`src/hdl/dss_pkg.sv`:
```
// Types and constants for the delimiter string splitter.
package dss_pkg;

   localparam int DELIM_MAX_DEFAULT = 8;

   localparam int CSR_INDEX_W = 2;
   localparam int CSR_DATA_W  = 64;

   localparam logic [CSR_INDEX_W-1:0] CSR_DELIM_BYTES = 2'd0;
   localparam logic [CSR_INDEX_W-1:0] CSR_DELIM_LEN   = 2'd1;
   localparam logic [CSR_INDEX_W-1:0] CSR_KEEP_EMPTY  = 2'd2;

   localparam logic [63:0] DELIM_BYTES_RESET = 64'd44;
   localparam logic [3:0]  DELIM_LEN_RESET   = 4'd1;

   localparam logic KIND_BYTE = 1'b0;
   localparam logic KIND_END  = 1'b1;

   typedef struct packed {
      logic [7:0] in_byte;
      logic       end_of_string;
   } req_type;

   typedef struct packed {
      logic [7:0] out_byte;
      logic       out_kind;
      logic       run_last;
   } rsp_type;

   typedef struct packed {
      logic       shift;
      logic       write;
      logic [7:0] new_byte;
   } cell_ctl_type;

endpackage

```
`src/hdl/delimiter_string_splitter.sv`:
```
// Top level of the delimiter string splitter: window cell chain, control and CSRs.
//
//   channel   direction  handshake              payload
//   req_      in         req_valid/req_ready    req_payload  (req_type)
//   rsp_      out        rsp_valid/rsp_ready    rsp_payload  (rsp_type)
//   csr_      in         csr_wr_en              csr_index, csr_wr_data
//
// One request is taken per cycle while it causes at most one result; the
// window cells compare all delimiter bytes in parallel in that cycle.
// A request marked end_of_string starts a flush that sends each byte left in the
// window and then an end of token if a token is open; a request that meets a
// shortened delimiter is taken at once and held while surplus window bytes drain.
// Reset is synchronous and clears control state; window bytes are not cleared.
// Results wait in a two-entry buffer, so a stalled rsp_ready holds back
// req_ready only once both entries are full.
module delimiter_string_splitter import dss_pkg::*; #(
   parameter int DELIM_MAX = DELIM_MAX_DEFAULT
) (
   input  logic                   clock,
   input  logic                   reset,
   input  logic                   req_valid,
   output logic                   req_ready,
   input  req_type                req_payload,
   output logic                   rsp_valid,
   input  logic                   rsp_ready,
   output rsp_type                rsp_payload,
   input  logic                   csr_wr_en,
   input  logic [CSR_INDEX_W-1:0] csr_index,
   input  logic [CSR_DATA_W-1:0]  csr_wr_data
);

   localparam int FILL_W  = $clog2(DELIM_MAX + 1);
   localparam int DBITS_W = DELIM_MAX * 8;

   logic [DBITS_W-1:0] delim_bytes_ff;
   logic [3:0]         delim_len_ff;
   logic               keep_empty_ff;

   logic [FILL_W-1:0]  fill_ff;
   logic [FILL_W-1:0]  fill_in;
   logic               started_ff;
   logic               started_in;
   logic               flush_ff;
   logic               flush_in;
   logic               pend_ff;
   logic               pend_in;
   req_type            pend_req_ff;
   req_type            pend_req_in;

   logic [3:0]         len_sat;
   logic [FILL_W-1:0]  len_eff;
   logic               fill_ge_len;
   logic               hit;
   logic               all_match;
   logic               space;
   logic               do_flush;
   logic               do_drain;
   logic               do_step;
   logic               acc;
   logic               push;
   rsp_type            push_data;
   req_type            cur;
   cell_ctl_type       ctl;

   logic [7:0]           taps [DELIM_MAX];
   logic [DELIM_MAX-1:0] eqs;

   // Configuration registers.
   always_ff @(posedge clock) begin
      if (reset) begin
         delim_bytes_ff <= DBITS_W'(DELIM_BYTES_RESET);
         delim_len_ff   <= DELIM_LEN_RESET;
         keep_empty_ff  <= 1'b0;
      end else if (csr_wr_en) begin
         unique case (csr_index)
            CSR_DELIM_BYTES: delim_bytes_ff <= csr_wr_data[DBITS_W-1:0];
            CSR_DELIM_LEN:   delim_len_ff   <= csr_wr_data[3:0];
            CSR_KEEP_EMPTY:  keep_empty_ff  <= csr_wr_data[0];
            default: ;
         endcase
      end
   end

   always_comb begin
      if (delim_len_ff == 4'd0) begin
         len_sat = 4'd1;
      end else if (delim_len_ff > 4'(DELIM_MAX)) begin
         len_sat = 4'(DELIM_MAX);
      end else begin
         len_sat = delim_len_ff;
      end
   end
   assign len_eff = len_sat[FILL_W-1:0];

   assign fill_ge_len = (fill_ff >= len_eff);
   assign hit         = (({1'b0, fill_ff} + (FILL_W+1)'(1)) == {1'b0, len_eff});
   assign all_match   = &eqs;

   // A request that finds surplus window bytes is held until they have left.
   assign req_ready = !flush_ff && !pend_ff && space;
   assign acc       = req_valid && req_ready;
   assign cur       = pend_ff ? pend_req_ff : req_payload;
   assign do_flush  = flush_ff && space;
   assign do_drain  = (acc || (pend_ff && space)) && fill_ge_len;
   assign do_step   = (acc || (pend_ff && space)) && !fill_ge_len;

   always_comb begin
      fill_in      = fill_ff;
      started_in   = started_ff;
      flush_in     = flush_ff;
      pend_in      = pend_ff;
      pend_req_in  = pend_req_ff;
      push         = 1'b0;
      push_data    = '0;
      ctl.shift    = 1'b0;
      ctl.write    = do_step;
      ctl.new_byte = cur.in_byte;

      if (do_flush) begin
         if (fill_ff != '0) begin
            push               = 1'b1;
            push_data.out_byte = taps[0];
            push_data.out_kind = KIND_BYTE;
            ctl.shift          = 1'b1;
            fill_in            = fill_ff - FILL_W'(1);
            started_in         = 1'b1;
         end else begin
            push               = started_ff;
            push_data.out_kind = KIND_END;
            push_data.run_last = 1'b1;
            started_in         = 1'b0;
            flush_in           = 1'b0;
         end
      end else if (do_drain) begin
         push               = 1'b1;
         push_data.out_byte = taps[0];
         push_data.out_kind = KIND_BYTE;
         ctl.shift          = 1'b1;
         fill_in            = fill_ff - FILL_W'(1);
         started_in         = 1'b1;
         pend_in            = 1'b1;
         pend_req_in        = cur;
      end else if (do_step) begin
         pend_in = 1'b0;
         if (hit && all_match) begin
            push               = started_ff || keep_empty_ff;
            push_data.out_kind = KIND_END;
            push_data.run_last = 1'b1;
            fill_in            = '0;
            started_in         = 1'b0;
         end else if (hit) begin
            // A full window that misses sends its oldest byte on.
            push               = 1'b1;
            push_data.out_byte = taps[0];
            push_data.out_kind = KIND_BYTE;
            push_data.run_last = !cur.end_of_string;
            ctl.shift          = 1'b1;
            started_in         = 1'b1;
            flush_in           = cur.end_of_string;
         end else begin
            fill_in  = fill_ff + FILL_W'(1);
            flush_in = cur.end_of_string;
         end
      end
   end

   always_ff @(posedge clock) begin
      if (reset) begin
         fill_ff    <= '0;
         started_ff <= 1'b0;
         flush_ff   <= 1'b0;
         pend_ff    <= 1'b0;
      end else begin
         fill_ff    <= fill_in;
         started_ff <= started_in;
         flush_ff   <= flush_in;
         pend_ff    <= pend_in;
      end
   end

   always_ff @(posedge clock) begin
      pend_req_ff <= pend_req_in;
   end

   for (genvar k = 0; k < DELIM_MAX; k++) begin : g_cell
      logic [7:0] nbr;
      if (k == DELIM_MAX - 1) begin : g_end
         assign nbr = 8'h00;
      end else begin : g_mid
         assign nbr = taps[k+1];
      end

      dss_cell u_cell (
         .clock  (clock),
         .ctl    (ctl),
         .sel    (do_step && (fill_ff == FILL_W'(k))),
         .active (FILL_W'(k) < len_eff),
         .delim  (delim_bytes_ff[8*k +: 8]),
         .nbr    (nbr),
         .tap    (taps[k]),
         .eq     (eqs[k])
      );
   end

   dss_skid u_skid (
      .clock       (clock),
      .reset       (reset),
      .push        (push),
      .push_data   (push_data),
      .space       (space),
      .rsp_valid   (rsp_valid),
      .rsp_ready   (rsp_ready),
      .rsp_payload (rsp_payload)
   );

endmodule

```
`src/hdl/dss_cell.sv`:
```
// One byte cell of the delimiter window, with its own delimiter compare.
module dss_cell import dss_pkg::*; (
   input  logic         clock,
   input  cell_ctl_type ctl,
   input  logic         sel,
   input  logic         active,
   input  logic [7:0]   delim,
   input  logic [7:0]   nbr,
   output logic [7:0]   tap,
   output logic         eq
);

   logic [7:0] data_ff;
   logic [7:0] data_in;

   // The incoming byte is seen here in the same cycle it is written.
   assign tap = sel ? ctl.new_byte : data_ff;
   assign eq  = !active || (tap == delim);

   always_comb begin
      if (ctl.shift) begin
         data_in = nbr;
      end else if (ctl.write) begin
         data_in = tap;
      end else begin
         data_in = data_ff;
      end
   end

   always_ff @(posedge clock) begin
      data_ff <= data_in;
   end

endmodule

```
`src/hdl/dss_skid.sv`:
```
// Two-entry result buffer between the splitter core and the result channel.
module dss_skid import dss_pkg::*; (
   input  logic    clock,
   input  logic    reset,
   input  logic    push,
   input  rsp_type push_data,
   output logic    space,
   output logic    rsp_valid,
   input  logic    rsp_ready,
   output rsp_type rsp_payload
);

   rsp_type    q0_ff;
   rsp_type    q1_ff;
   logic [1:0] cnt_ff;
   logic       pop;

   assign pop         = rsp_valid && rsp_ready;
   assign space       = (cnt_ff != 2'd2);
   assign rsp_valid   = (cnt_ff != 2'd0);
   assign rsp_payload = q0_ff;

   always_ff @(posedge clock) begin
      if (reset) begin
         cnt_ff <= 2'd0;
      end else if (push && !pop) begin
         cnt_ff <= cnt_ff + 2'd1;
      end else if (pop && !push) begin
         cnt_ff <= cnt_ff - 2'd1;
      end
   end

   always_ff @(posedge clock) begin
      if (push && pop) begin
         if (cnt_ff == 2'd1) begin
            q0_ff <= push_data;
         end else begin
            q0_ff <= q1_ff;
            q1_ff <= push_data;
         end
      end else if (pop) begin
         q0_ff <= q1_ff;
      end else if (push) begin
         if (cnt_ff == 2'd0) begin
            q0_ff <= push_data;
         end else begin
            q1_ff <= push_data;
         end
      end
   end

endmodule

```
`config.mk`:
```
export PLATFORM = sky130hd
export DESIGN_NAME = delimiter_string_splitter
export DESIGN_NICKNAME = d
export VERILOG_FILES = /design/src/hdl/dss_pkg.sv /design/src/hdl/delimiter_string_splitter.sv /design/src/hdl/dss_cell.sv /design/src/hdl/dss_skid.sv
export SDC_FILE = /design/constraint.sdc
export NUM_CORES = 1
export LEC_CHECK = 0
export BUFFER_PORTS_ARGS = -buffer_cell sky130_fd_sc_hd__buf_4
export CAP_MARGIN = 20
export CELL_PAD_IN_SITES_DETAIL_PLACEMENT = 1
export CELL_PAD_IN_SITES_GLOBAL_PLACEMENT = 1
export CORE_MARGIN = 2
export CORE_UTILIZATION = 46
export DETAILED_ROUTE_END_ITERATION = 8
export PLACE_DENSITY = 0.87
export SLEW_MARGIN = 5
export SYNTH_ARGS = -nofsm -noshare
export SYNTH_HDL_FRONTEND = slang
export SYNTH_SLANG_ARGS = --single-unit
```
`constraint.sdc`:
```
create_clock -name clock -period 7.3 [get_ports clock]
set_input_delay 1.46 -clock clock [delete_from_list [all_inputs] [get_ports clock]]
set_output_delay 1.46 -clock clock [all_outputs]
set_load 0.02 [all_outputs]
```
After elaboration in Yosys (flattened, before gate mapping). Index checks and enable logic that the tools add are counted.

Register bits: 171. Input bits: 80. Output and inout port bits: 12. Word-level logic and storage cells: 213.

$add $sub $neg: 5. $lt $le $gt $ge: 10. Equality and inequality tests: 28. Muxes and demuxes: 75. Bitwise operators: 1. Reductions and logical operators: 70.

Operator list (number): $mux 8 (24); $mux 10 (13); $eq 8x8->1 (8); $mux 4 (8); $mux 1 (25); $logic_and 1x1->1 (20); $mux 9 (2); $eq 4x3->1 const B (4); $lt 3x4->1 const A (4); $logic_not 1->1 (14); $reduce_and 2->1 (7); $ne 2x2->1 const B (6); $reduce_bool 2->1 (6); $logic_or 1x1->1 (10); $reduce_bool 3->1 (3); $eq 4x2->1 const B (2); $logic_not 4->1 (2); $lt 1x4->1 const A (2); $lt 2x4->1 const A (2); $reduce_and 4->1 (2); $reduce_and 8->1 (1); $reduce_bool 4->1 (2); $mux 2 (3); $add 4x1->5 const B (1); 15 further kinds (18).

Logic depth before layout (Yosys ltp). Gate-level depths: netlist (run 1).

Word-level depth: 20. Depth in mapped cells: 24. Mapped depth without buffers: 19.

By module. From an unflattened synthesis (run 1), not the netlist that was laid out.

Cells, all modules: 822. Area, all modules: 9240.1 um^2.

By module, submodules not included: dss_cell (times used 8, cells an instance 38, area an instance 566.8 um^2, seq. area each 240.2 um^2); delimiter_string_splitter (times used 1, cells an instance 464, area an instance 3738.6 um^2, seq. area each 1791.7 um^2); dss_skid (times used 1, cells an instance 54, area an instance 967.2 um^2, seq. area each 640.6 um^2).

Worst setup path after synthesis (run 1). No wires, ideal clock.

Kind: input-to-reg. From: input port req_valid. To: register u_skid.q1_ff[0] (netlist name), enable pin. Setup time: 0.381 ns. Arrival time: 5.263 ns. Required time: 6.919 ns. Setup slack: 1.656 ns. Stages on the path: 14. Path buffers: 1. Path through: nor2b_1 -> o21ai_1 -> buf_2 -> nor3_1 -> mux2i_1 -> xor2_1 -> nand2_1 -> o41ai_2 -> nand3_1 -> o22ai_1 -> nor2_1 -> ha_1 -> or4_1 -> o22ai_1.

Word-level cells in the longest chain between the ends: 16. Elaborated cells between the ends (all ways): 48. Those cells by class: 11 x eq/ne; 12 x mux; 25 x reduce/logical.

Ends and longest elaborated chain: start: declaration (line delimiter_string_splitter.sv:21) `input logic req_valid,`; $logic_and 1x1->1 (*) (line delimiter_string_splitter.sv:101) `assign acc = req_valid && req_ready;`; $logic_or 1x1->1 (*) (line delimiter_string_splitter.sv:104, delimiter_string_splitter.sv:105); $logic_and 1x1->1 (line delimiter_string_splitter.sv:105) `assign do_step = (acc || (pend_ff && space)) && !fill_ge_len;`; $logic_and 1x1->1 (line delimiter_string_splitter.sv:196) `.sel (do_step && (fill_ff == FILL_W'(k))),`; $mux 8 (line dss_cell.sv:17) `assign tap = sel ? ctl.new_byte : data_ff;`; $eq 8x8->1 (line dss_cell.sv:18) `assign eq = !active || (tap == delim);`; $logic_or 1x1->1 (line dss_cell.sv:18); $reduce_and 8->1 (line delimiter_string_splitter.sv:97) `assign all_match = &eqs;`; $logic_and 1x1->1 (line delimiter_string_splitter.sv:145) `if (hit && all_match) begin`; $mux 1 (line delimiter_string_splitter.sv:145); $mux 1 (line delimiter_string_splitter.sv:143) `end else if (do_step) begin`; $mux 1 (*) (line delimiter_string_splitter.sv:134) `end else if (do_drain) begin`; $mux 1 (*) (line delimiter_string_splitter.sv:119) `if (do_flush) begin`; $logic_and 1x1->1 (line dss_skid.sv:34) `if (push && pop) begin`; $ne 2x2->1 (no source line), or another cell as far along; $reduce_and 4->1 (no source line) (*); end signal: assignment (line dss_skid.sv:39) `q1_ff <= push_data;`; end signal: assignment (line dss_skid.sv:47) `q1_ff <= push_data;`; end: declaration (line dss_skid.sv:14) `rsp_type q1_ff;`.

Every way passes the cells marked *; elsewhere a longest branch is shown, timed or not. A chain may end at the register's enable or synchronous reset.

Worst setup path in the final report (run 1).
From: register delim_len_ff[2]. To: register u_skid.q0_ff, in the netlist u_skid.rsp_payload[1], data pin.

Word-level cells in the longest chain between the ends: 20. Elaborated cells between the ends (all ways): 74. Those cells by class: 10 x order compare; 9 x eq/ne; 24 x mux; 31 x reduce/logical.

Ends and longest elaborated chain: start: declaration (line delimiter_string_splitter.sv:36) `logic [3:0] delim_len_ff;`; start signal: assignment (line delimiter_string_splitter.sv:77) `CSR_DELIM_LEN: delim_len_ff <= csr_wr_data[3:0];`; $gt 4x4->1 (line delimiter_string_splitter.sv:87) `end else if (delim_len_ff > 4'(DELIM_MAX)) begin`; $mux 4 (line delimiter_string_splitter.sv:87); $mux 4 (*) (line delimiter_string_splitter.sv:85) `if (delim_len_ff == 4'd0) begin`; $ge 4x4->1 (line delimiter_string_splitter.sv:95) `assign fill_ge_len = (fill_ff >= len_eff);`; $logic_not 1->1 (line delimiter_string_splitter.sv:105); $logic_and 1x1->1 (line delimiter_string_splitter.sv:105); $logic_and 1x1->1 (line delimiter_string_splitter.sv:196); $mux 8 (line dss_cell.sv:17); [... 4 more ...]; $mux 2 (line delimiter_string_splitter.sv:145); $mux 10 (line delimiter_string_splitter.sv:143); $mux 9 (line delimiter_string_splitter.sv:134); $mux 10 (line delimiter_string_splitter.sv:119); $mux 10 (line dss_skid.sv:44) `if (cnt_ff == 2'd0) begin`; $mux 10 (line dss_skid.sv:43) `end else if (push) begin`; $mux 10 (line dss_skid.sv:41) `end else if (pop) begin`; $mux 10 (*) (line dss_skid.sv:34); end signal: assignment (line dss_skid.sv:36) `q0_ff <= push_data;`; end signal: assignment (line dss_skid.sv:42) `q0_ff <= q1_ff;`; end signal: assignment (line dss_skid.sv:45) `q0_ff <= push_data;`; end: declaration (line dss_skid.sv:13) `rsp_type q0_ff;`.

Every way passes the cells marked *; elsewhere a longest branch is shown, timed or not. The select of a mux whose other input is x is not followed.

==> results of run 1 <==
-- power by group --
group	leakage [nW]	internal [mW]	total [mW]	switching (mW)
registers	1.54	1.58	1.79	0.211
logic	2.72	0.988	3.07	2.08
clock network	0.270	0.476	0.905	0.429
total	4.53	3.05	5.77	2.72
-- per-layer routing --
metal / global-route usage, % / up-vias / wire (um)
met2: 51.2 / 543 / 17200
met4: 12.6 / 0 / 1430
met5: 0 / - / 0
met3: 5.02 / 114 / 2940
met1: 38.1 / 4897 / 14300
li1: - / 4570 / -
-- state kept, by name, indices dropped and copies added, names as in the netlist --
register	cells
pend_req_ff	9
pend_ff	1
g_cell.u_cell.data_ff	64
flush_ff	1
u_skid.q1_ff	10
delim_len_ff	4
delim_bytes_ff	64
u_skid.cnt_ff	2
fill_ff	4
started_ff	1
keep_empty_ff	1
u_skid.rsp_payload	10
-- kinds of logic after synthesis --
| logic type | Yosys count | synth area share, % |
|---|---|---|
| buffers and inverters | 138 | 5.35 |
| AO/OA/AOI/OAI | 317 | 21.1 |
| AND/OR/NAND/NOR | 504 | 22.4 |
| adder cells (fa/ha/maj) | 13 | 1.56 |
| multiplexers | 30 | 3.35 |
| XOR/XNOR | 62 | 5.21 |
| flip-flops | 171 | 41.0 |
-- cell type report --
| class | instances | area share (%) |
|---|---|---|
| Multi-Input combinational cell | 926 | 47.4 |
| Sequential cell | 171 | 36.0 |
| Timing Repair Buffer | 116 | 7.33 |
| Clock buffer | 17 | 3.58 |
| Tap cell | 285 | 3.00 |
| Inverter | 46 | 1.45 |
| Clock inverter | 15 | 1.18 |
-- stage by stage --
step           hold WS (ps)  util, %  setup slack [ps]  area [um2]  total power, mW
2_1_floorplan           436        -              1660       10400             3.79
3_5_place_dp            457     50.4               762       11300             4.76
5_1_grt                 503     52.9               266       11900             6.05
6_report                464     52.9               697       11900             5.77
3_3_place_gp            449     50.4               956       11300             4.63
4_1_cts                 467     52.9               802       11900             5.70
-- critical path, stage by stage, from the launching register on --
cell and delay (ps):
dfxtp_1 550, nor2_1 90, nor2_1 90, nor2_1 50, ha_1 310, or3b_1 410, o2111a_1 400, or4_1 910
o41ai_1 620, a41oi_1 280, nor4_4 500, nand3_1 410, o22ai_1 370, nor2_1 110, ha_1 220, nand2b_1 100
o21a_1 520, mux2_2 400
-- cells in the final DEF (no fill, tap or decap), types with 4 or more instances in the layout --
master	netlist	routed
nand4_1	18	18
nand3_1	17	16
ha_1	13	13
dfxtp_1	86	86
nand2b_1	5	5
nor2b_1	7	7
edfxtp_1	85	85
and3_1	4	4
a31oi_1	13	13
o21a_1	5	5
inv_1	40	40
or3_1	7	7
a22oi_1	4	4
a211o_1	5	5
a2111oi_0	5	5
inv_6	0	4
o2bb2ai_1	5	5
nand2_1	226	225
or4_1	4	4
a21oi_1	87	87
and2_1	45	45
xor2_1	35	35
o22ai_1	67	67
nor2_1	123	123
clkinv_4	0	4
mux2i_1	22	22
nor4_1	7	7
o21ai_0	18	17
xnor2_1	27	27
o31ai_1	4	4
o221ai_1	58	58
buf_4	8	116
a311oi_1	5	5
nand3b_1	13	13
o21ai_1	6	5
nor3_1	12	12
clkbuf_16	0	17
clkinv_1	5	6
-- worst paths after layout --
check / end / cells after the start
worst min-delay path: delim_bytes_ff[14]$_SDFFE_PP0P_ / 2
worst max register to register: u_skid.rsp_payload[1]$_DFFE_PP_ / 17
worst max-delay path: u_skid.rsp_payload[1]$_DFFE_PP_ / 17
worst min register to register: delim_bytes_ff[14]$_SDFFE_PP0P_ / 2
==> flow_summary.ini, run 1 <==
[timing]
clock.fmax_mhz = 151
period_share_pct = 90.5
max_slew_margin_pct = 36.3
hold_violations = 0
skew_ps = 10.1
min_period_ps = 6600
setup_viol = 0
tns_ps = 0
worst_slew_pin_slew_ps = 955
maxSlewViolCount = 0
rsz0062_at_grt = no

[synthesis]
synthArstFlopShare_pct = 0
synth_common_cells = 226 x nand2_1, 123 x nor2_1, 87 x a21oi_1, 86 x dfxtp_1, 85 x edfxtp_1
syn_inst = 1235
ys.flop_type = dfxtp_1
syn-cell-area_um2 = 10400
synth.most_common_cell = nand2_1
synth_cell_types = 77
synthesis.nets = 1328
yosys_warnings = 0
avgSynthCellArea_um2 = 8.44
synth_top_cell_by_area = edfxtp_1
ys_seq_area_share_pct = 41.0
ys_ff_latch = 171
synthTopCellsByArea = edfxtp_1 24%, dfxtp_1 17%, nand2_1 8.1%, o221ai_1 4.9%, nor2_1 4.4%
synth_top_area_share_pct = 24.5
synth_edf_count = 85

[floorplan]
fp.dieH_um = 155
io_pins = 92
dieArea_um2 = 23900
core_area_um2 = 22400
start_util_pct = 46.5
row_count = 55
fp.dieW_um = 155

[place]
placed_cells = 1544
gp_congestion = 0.894
io_buffers = 91
dp_hpwl_um = 24100

[global_routing]
overflow = 0
grt_pass1_wl_um = 56700
grt_max_degree = 79
track_usage_pct = 30.1
antenna_found_initial = 0
grt_pass1_vias = 10100

[routing]
drc = 0
first_iter_violations = 986
num_vias = 10100
dr.pass1.iters = 6
wire_per_inst_um = 22.8
ant_nets = 0
via_per_inst = 6.42
routed_wl_um = 35900

[clock_network]
cts_resized = 0
cts_made_buffers = 17
cts_sinks = 171
clk_latency_ps = 440
postCtsHoldBufs = 0
cts_buffer_depth = 2
cts_tree = done
clockRootBuffer = clkbuf_16
cts_max_level = 4
path_clk_slew_ps = 80
cts_setup_buffers = 0

[finish]
area_growth_pct = 13.8
multiInputGateArea_um2 = 5630
regArea_um2 = 4270
finalNonFillerCells = 1576
drive_gt1_share_pct = 13.5
antenna_cells = 0
nFillCells = 2620
fin_nets = 1371

[pwr]
power.density_nw_per_um2 = 486
peakVddDrop_uv = 356
cellLeakagePower_nw = 4.53

[min_path]
hold_path_class = reg -> reg
min_from = delim_bytes_ff[14]$_SDFFE_PP0P_

[run_status]
status = finished, final reports clean

[critical_path]
startpoint_type = register
r2r_start = delim_len_ff[2]$_SDFFE_PP0P_
endpoint_kind = register
critPathKind = reg -> reg
r2r_slack_ps = 700
cp_max_fo = 18
critPathArrivalTime_ps = 6790
cp.required_ps = 7490
cp-startpoint = delim_len_ff[2]$_SDFFE_PP0P_

[job]
drv_cap = 0
(Power assumes the default switching activity.)
==> run 2: changes to the inputs <==
GPL_TIMING_DRIVEN = 0   (was not set)
==> run 2 against run 1 <==
Die area stayed put. Final area is 1.5% higher. Combinational power is 5% higher. Wire length is 15% higher. Clock skew is 4.2 ps higher. Critical path type unchanged.
==> flow_summary.ini, run 2 (same netlist as run 1, synthesis figures left out) <==
[run_status]
status = finished, final reports clean

[place]
dp_hpwl_um = 29500
gp_congestion = 0.964
io_buffers = 90
placed_cells = 1610

[timing]
period_share_pct = 95.6
worst_slew_pin_slew_ps = 1120
tns_ps = 0
maxSlewViolCount = 0
skew_ps = 14.3
clock.fmax_mhz = 143
max_slew_margin_pct = 23.7
setup_viol = 0
whs_ps = 466
hold_violations = 0
min_period_ps = 6980
rsz0062_at_grt = no

[finish]
fin_nets = 1437
mostFrequentLayoutCell = nand2_1
final_cell_mix = 225 x nand2_1, 123 x nor2_1, 98 x buf_4
drive_gt1_share_pct = 12.1
area_growth_pct = 15.5
finalNonFillerCells = 1642
antenna_cells = 0
top_regs = delim_bytes_ff: 64 flops, g_cell.u_cell.data_ff: 64 flops

[clock_network]
cts_buffer_depth = 2
postCtsHoldBufs = 0
cts_tree = done
clockRootBuffer = clkbuf_16
clk_latency_ps = 450
cts_max_level = 4
path_clk_slew_ps = 70
cts_resized = 1
cts_setup_buffers = 0
cts_made_buffers = 17
cts_sinks = 171

[floorplan]
start_util_pct = 46.5
fp.dieW_um = 155
fp.dieH_um = 155
dieArea_um2 = 23900
row_count = 55
core_area_um2 = 22400
io_pins = 92

[critical_path]
path_buf_inv = 2
startpoint_type = register
cp_max_fo = 10
crit_top_cell = nor2_1
crit_family = simple AND/OR/NAND/NOR gates
critPathKind = reg -> reg
cp.required_ps = 7370
crit_path_cell_trace = clkbuf_1, nor2_1, nor2_1, nor2_1, ha_1, or3b_1, o2111a_1, or4_1, clkbuf_1, o41ai_1, a41oi_1, nor4_4, nand3_1, o22ai_1, nor2_1, ha_1, or4_1, o22ai_2
endpoint_kind = register
critPathArrivalTime_ps = 7050
crit_slowest_cell = o41ai_1
max_stage_delay_ps = 660

[global_routing]
grt_pass1_vias = 10900
antenna_found_initial = 0
grt_max_degree = 57
track_usage_pct = 34.7
overflow = 0
grt_pass1_wl_um = 63000

[routing]
dr.pass1.iters = 5
via_per_inst = 6.49
wire_per_inst_um = 25.2
num_vias = 10700
routed_wl_um = 41400
first_iter_violations = 1090
ant_nets = 0
drc = 0

[pwr]
cellLeakagePower_nw = 4.57
power.density_nw_per_um2 = 489
peakVddDrop_uv = 406

[job]
drv_cap = 0

[min_path]
hold_path_class = reg -> reg
[run 2: area by class of cell]
class | count | area (um2)
multi-input combinational | 926 | 5630
tap | 285 | 357
clock inverter | 11 | 80.1
timing repair buffer | 90 | 676
clock buffer | 21 | 472
buffer | 92 | 385
inverter | 46 | 176
sequential | 171 | 4270
fill | 2730 | 10400
[run 2: path summary, 6_finish.rpt]
check	cells after the start	slack [ps]	from	end
min	2	470	delim_bytes_ff[14]$_SDFFE_PP0P_	delim_bytes_ff[14]$_SDFFE_PP0P_
max reg2reg	18	320	delim_len_ff[2]$_SDFFE_PP0P_	u_skid.q1_ff[8]$_DFFE_PP_
min reg2reg	2	470	delim_bytes_ff[14]$_SDFFE_PP0P_	delim_bytes_ff[14]$_SDFFE_PP0P_
max	18	320	delim_len_ff[2]$_SDFFE_PP0P_	u_skid.q1_ff[8]$_DFFE_PP_
[run 2: where the power goes]
group          switching, mW  internal, mW  leakage [nW]
registers              0.197          1.59          1.54
logic                   2.24         0.965          2.76
clock network          0.420         0.470         0.275
total                   2.86          3.03          4.57
[run 2: per-layer routing]
layer | wire length, um | vias up | track usage (%) | share of wire, %
met5 | 0 | - | 0 | 0
met4 | 2960 | 0 | 22.1 | 7.2
met3 | 3540 | 175 | 7.59 | 8.6
met2 | 19100 | 576 | 56.3 | 46
met1 | 15800 | 5205 | 41.8 | 38
li1 | - | 4704 | - | -
[run 2: metrics by stage]
step           total power, mW  area [um2]  utilization, %  setup slack, ps
6_report                  5.89       12000            53.7              324
3_3_place_gp              4.76       11500            51.1            -1030
4_1_cts                   5.79       12000            53.7              354
2_1_floorplan             3.79       10400               -             1660
3_5_place_dp              4.87       11500            51.2             -472
5_1_grt                   6.17       12000            53.7             30.6
[run 2: worst register-to-register path, delay by kind of cell, from the launching register on]
family	cells	cell delay (ps)
AOI/OAI and AO/OA	5	2140
adders and majority gates	2	560
buffers and inverters	2	640
DFF	1	310
and+or+nand+nor	9	2990
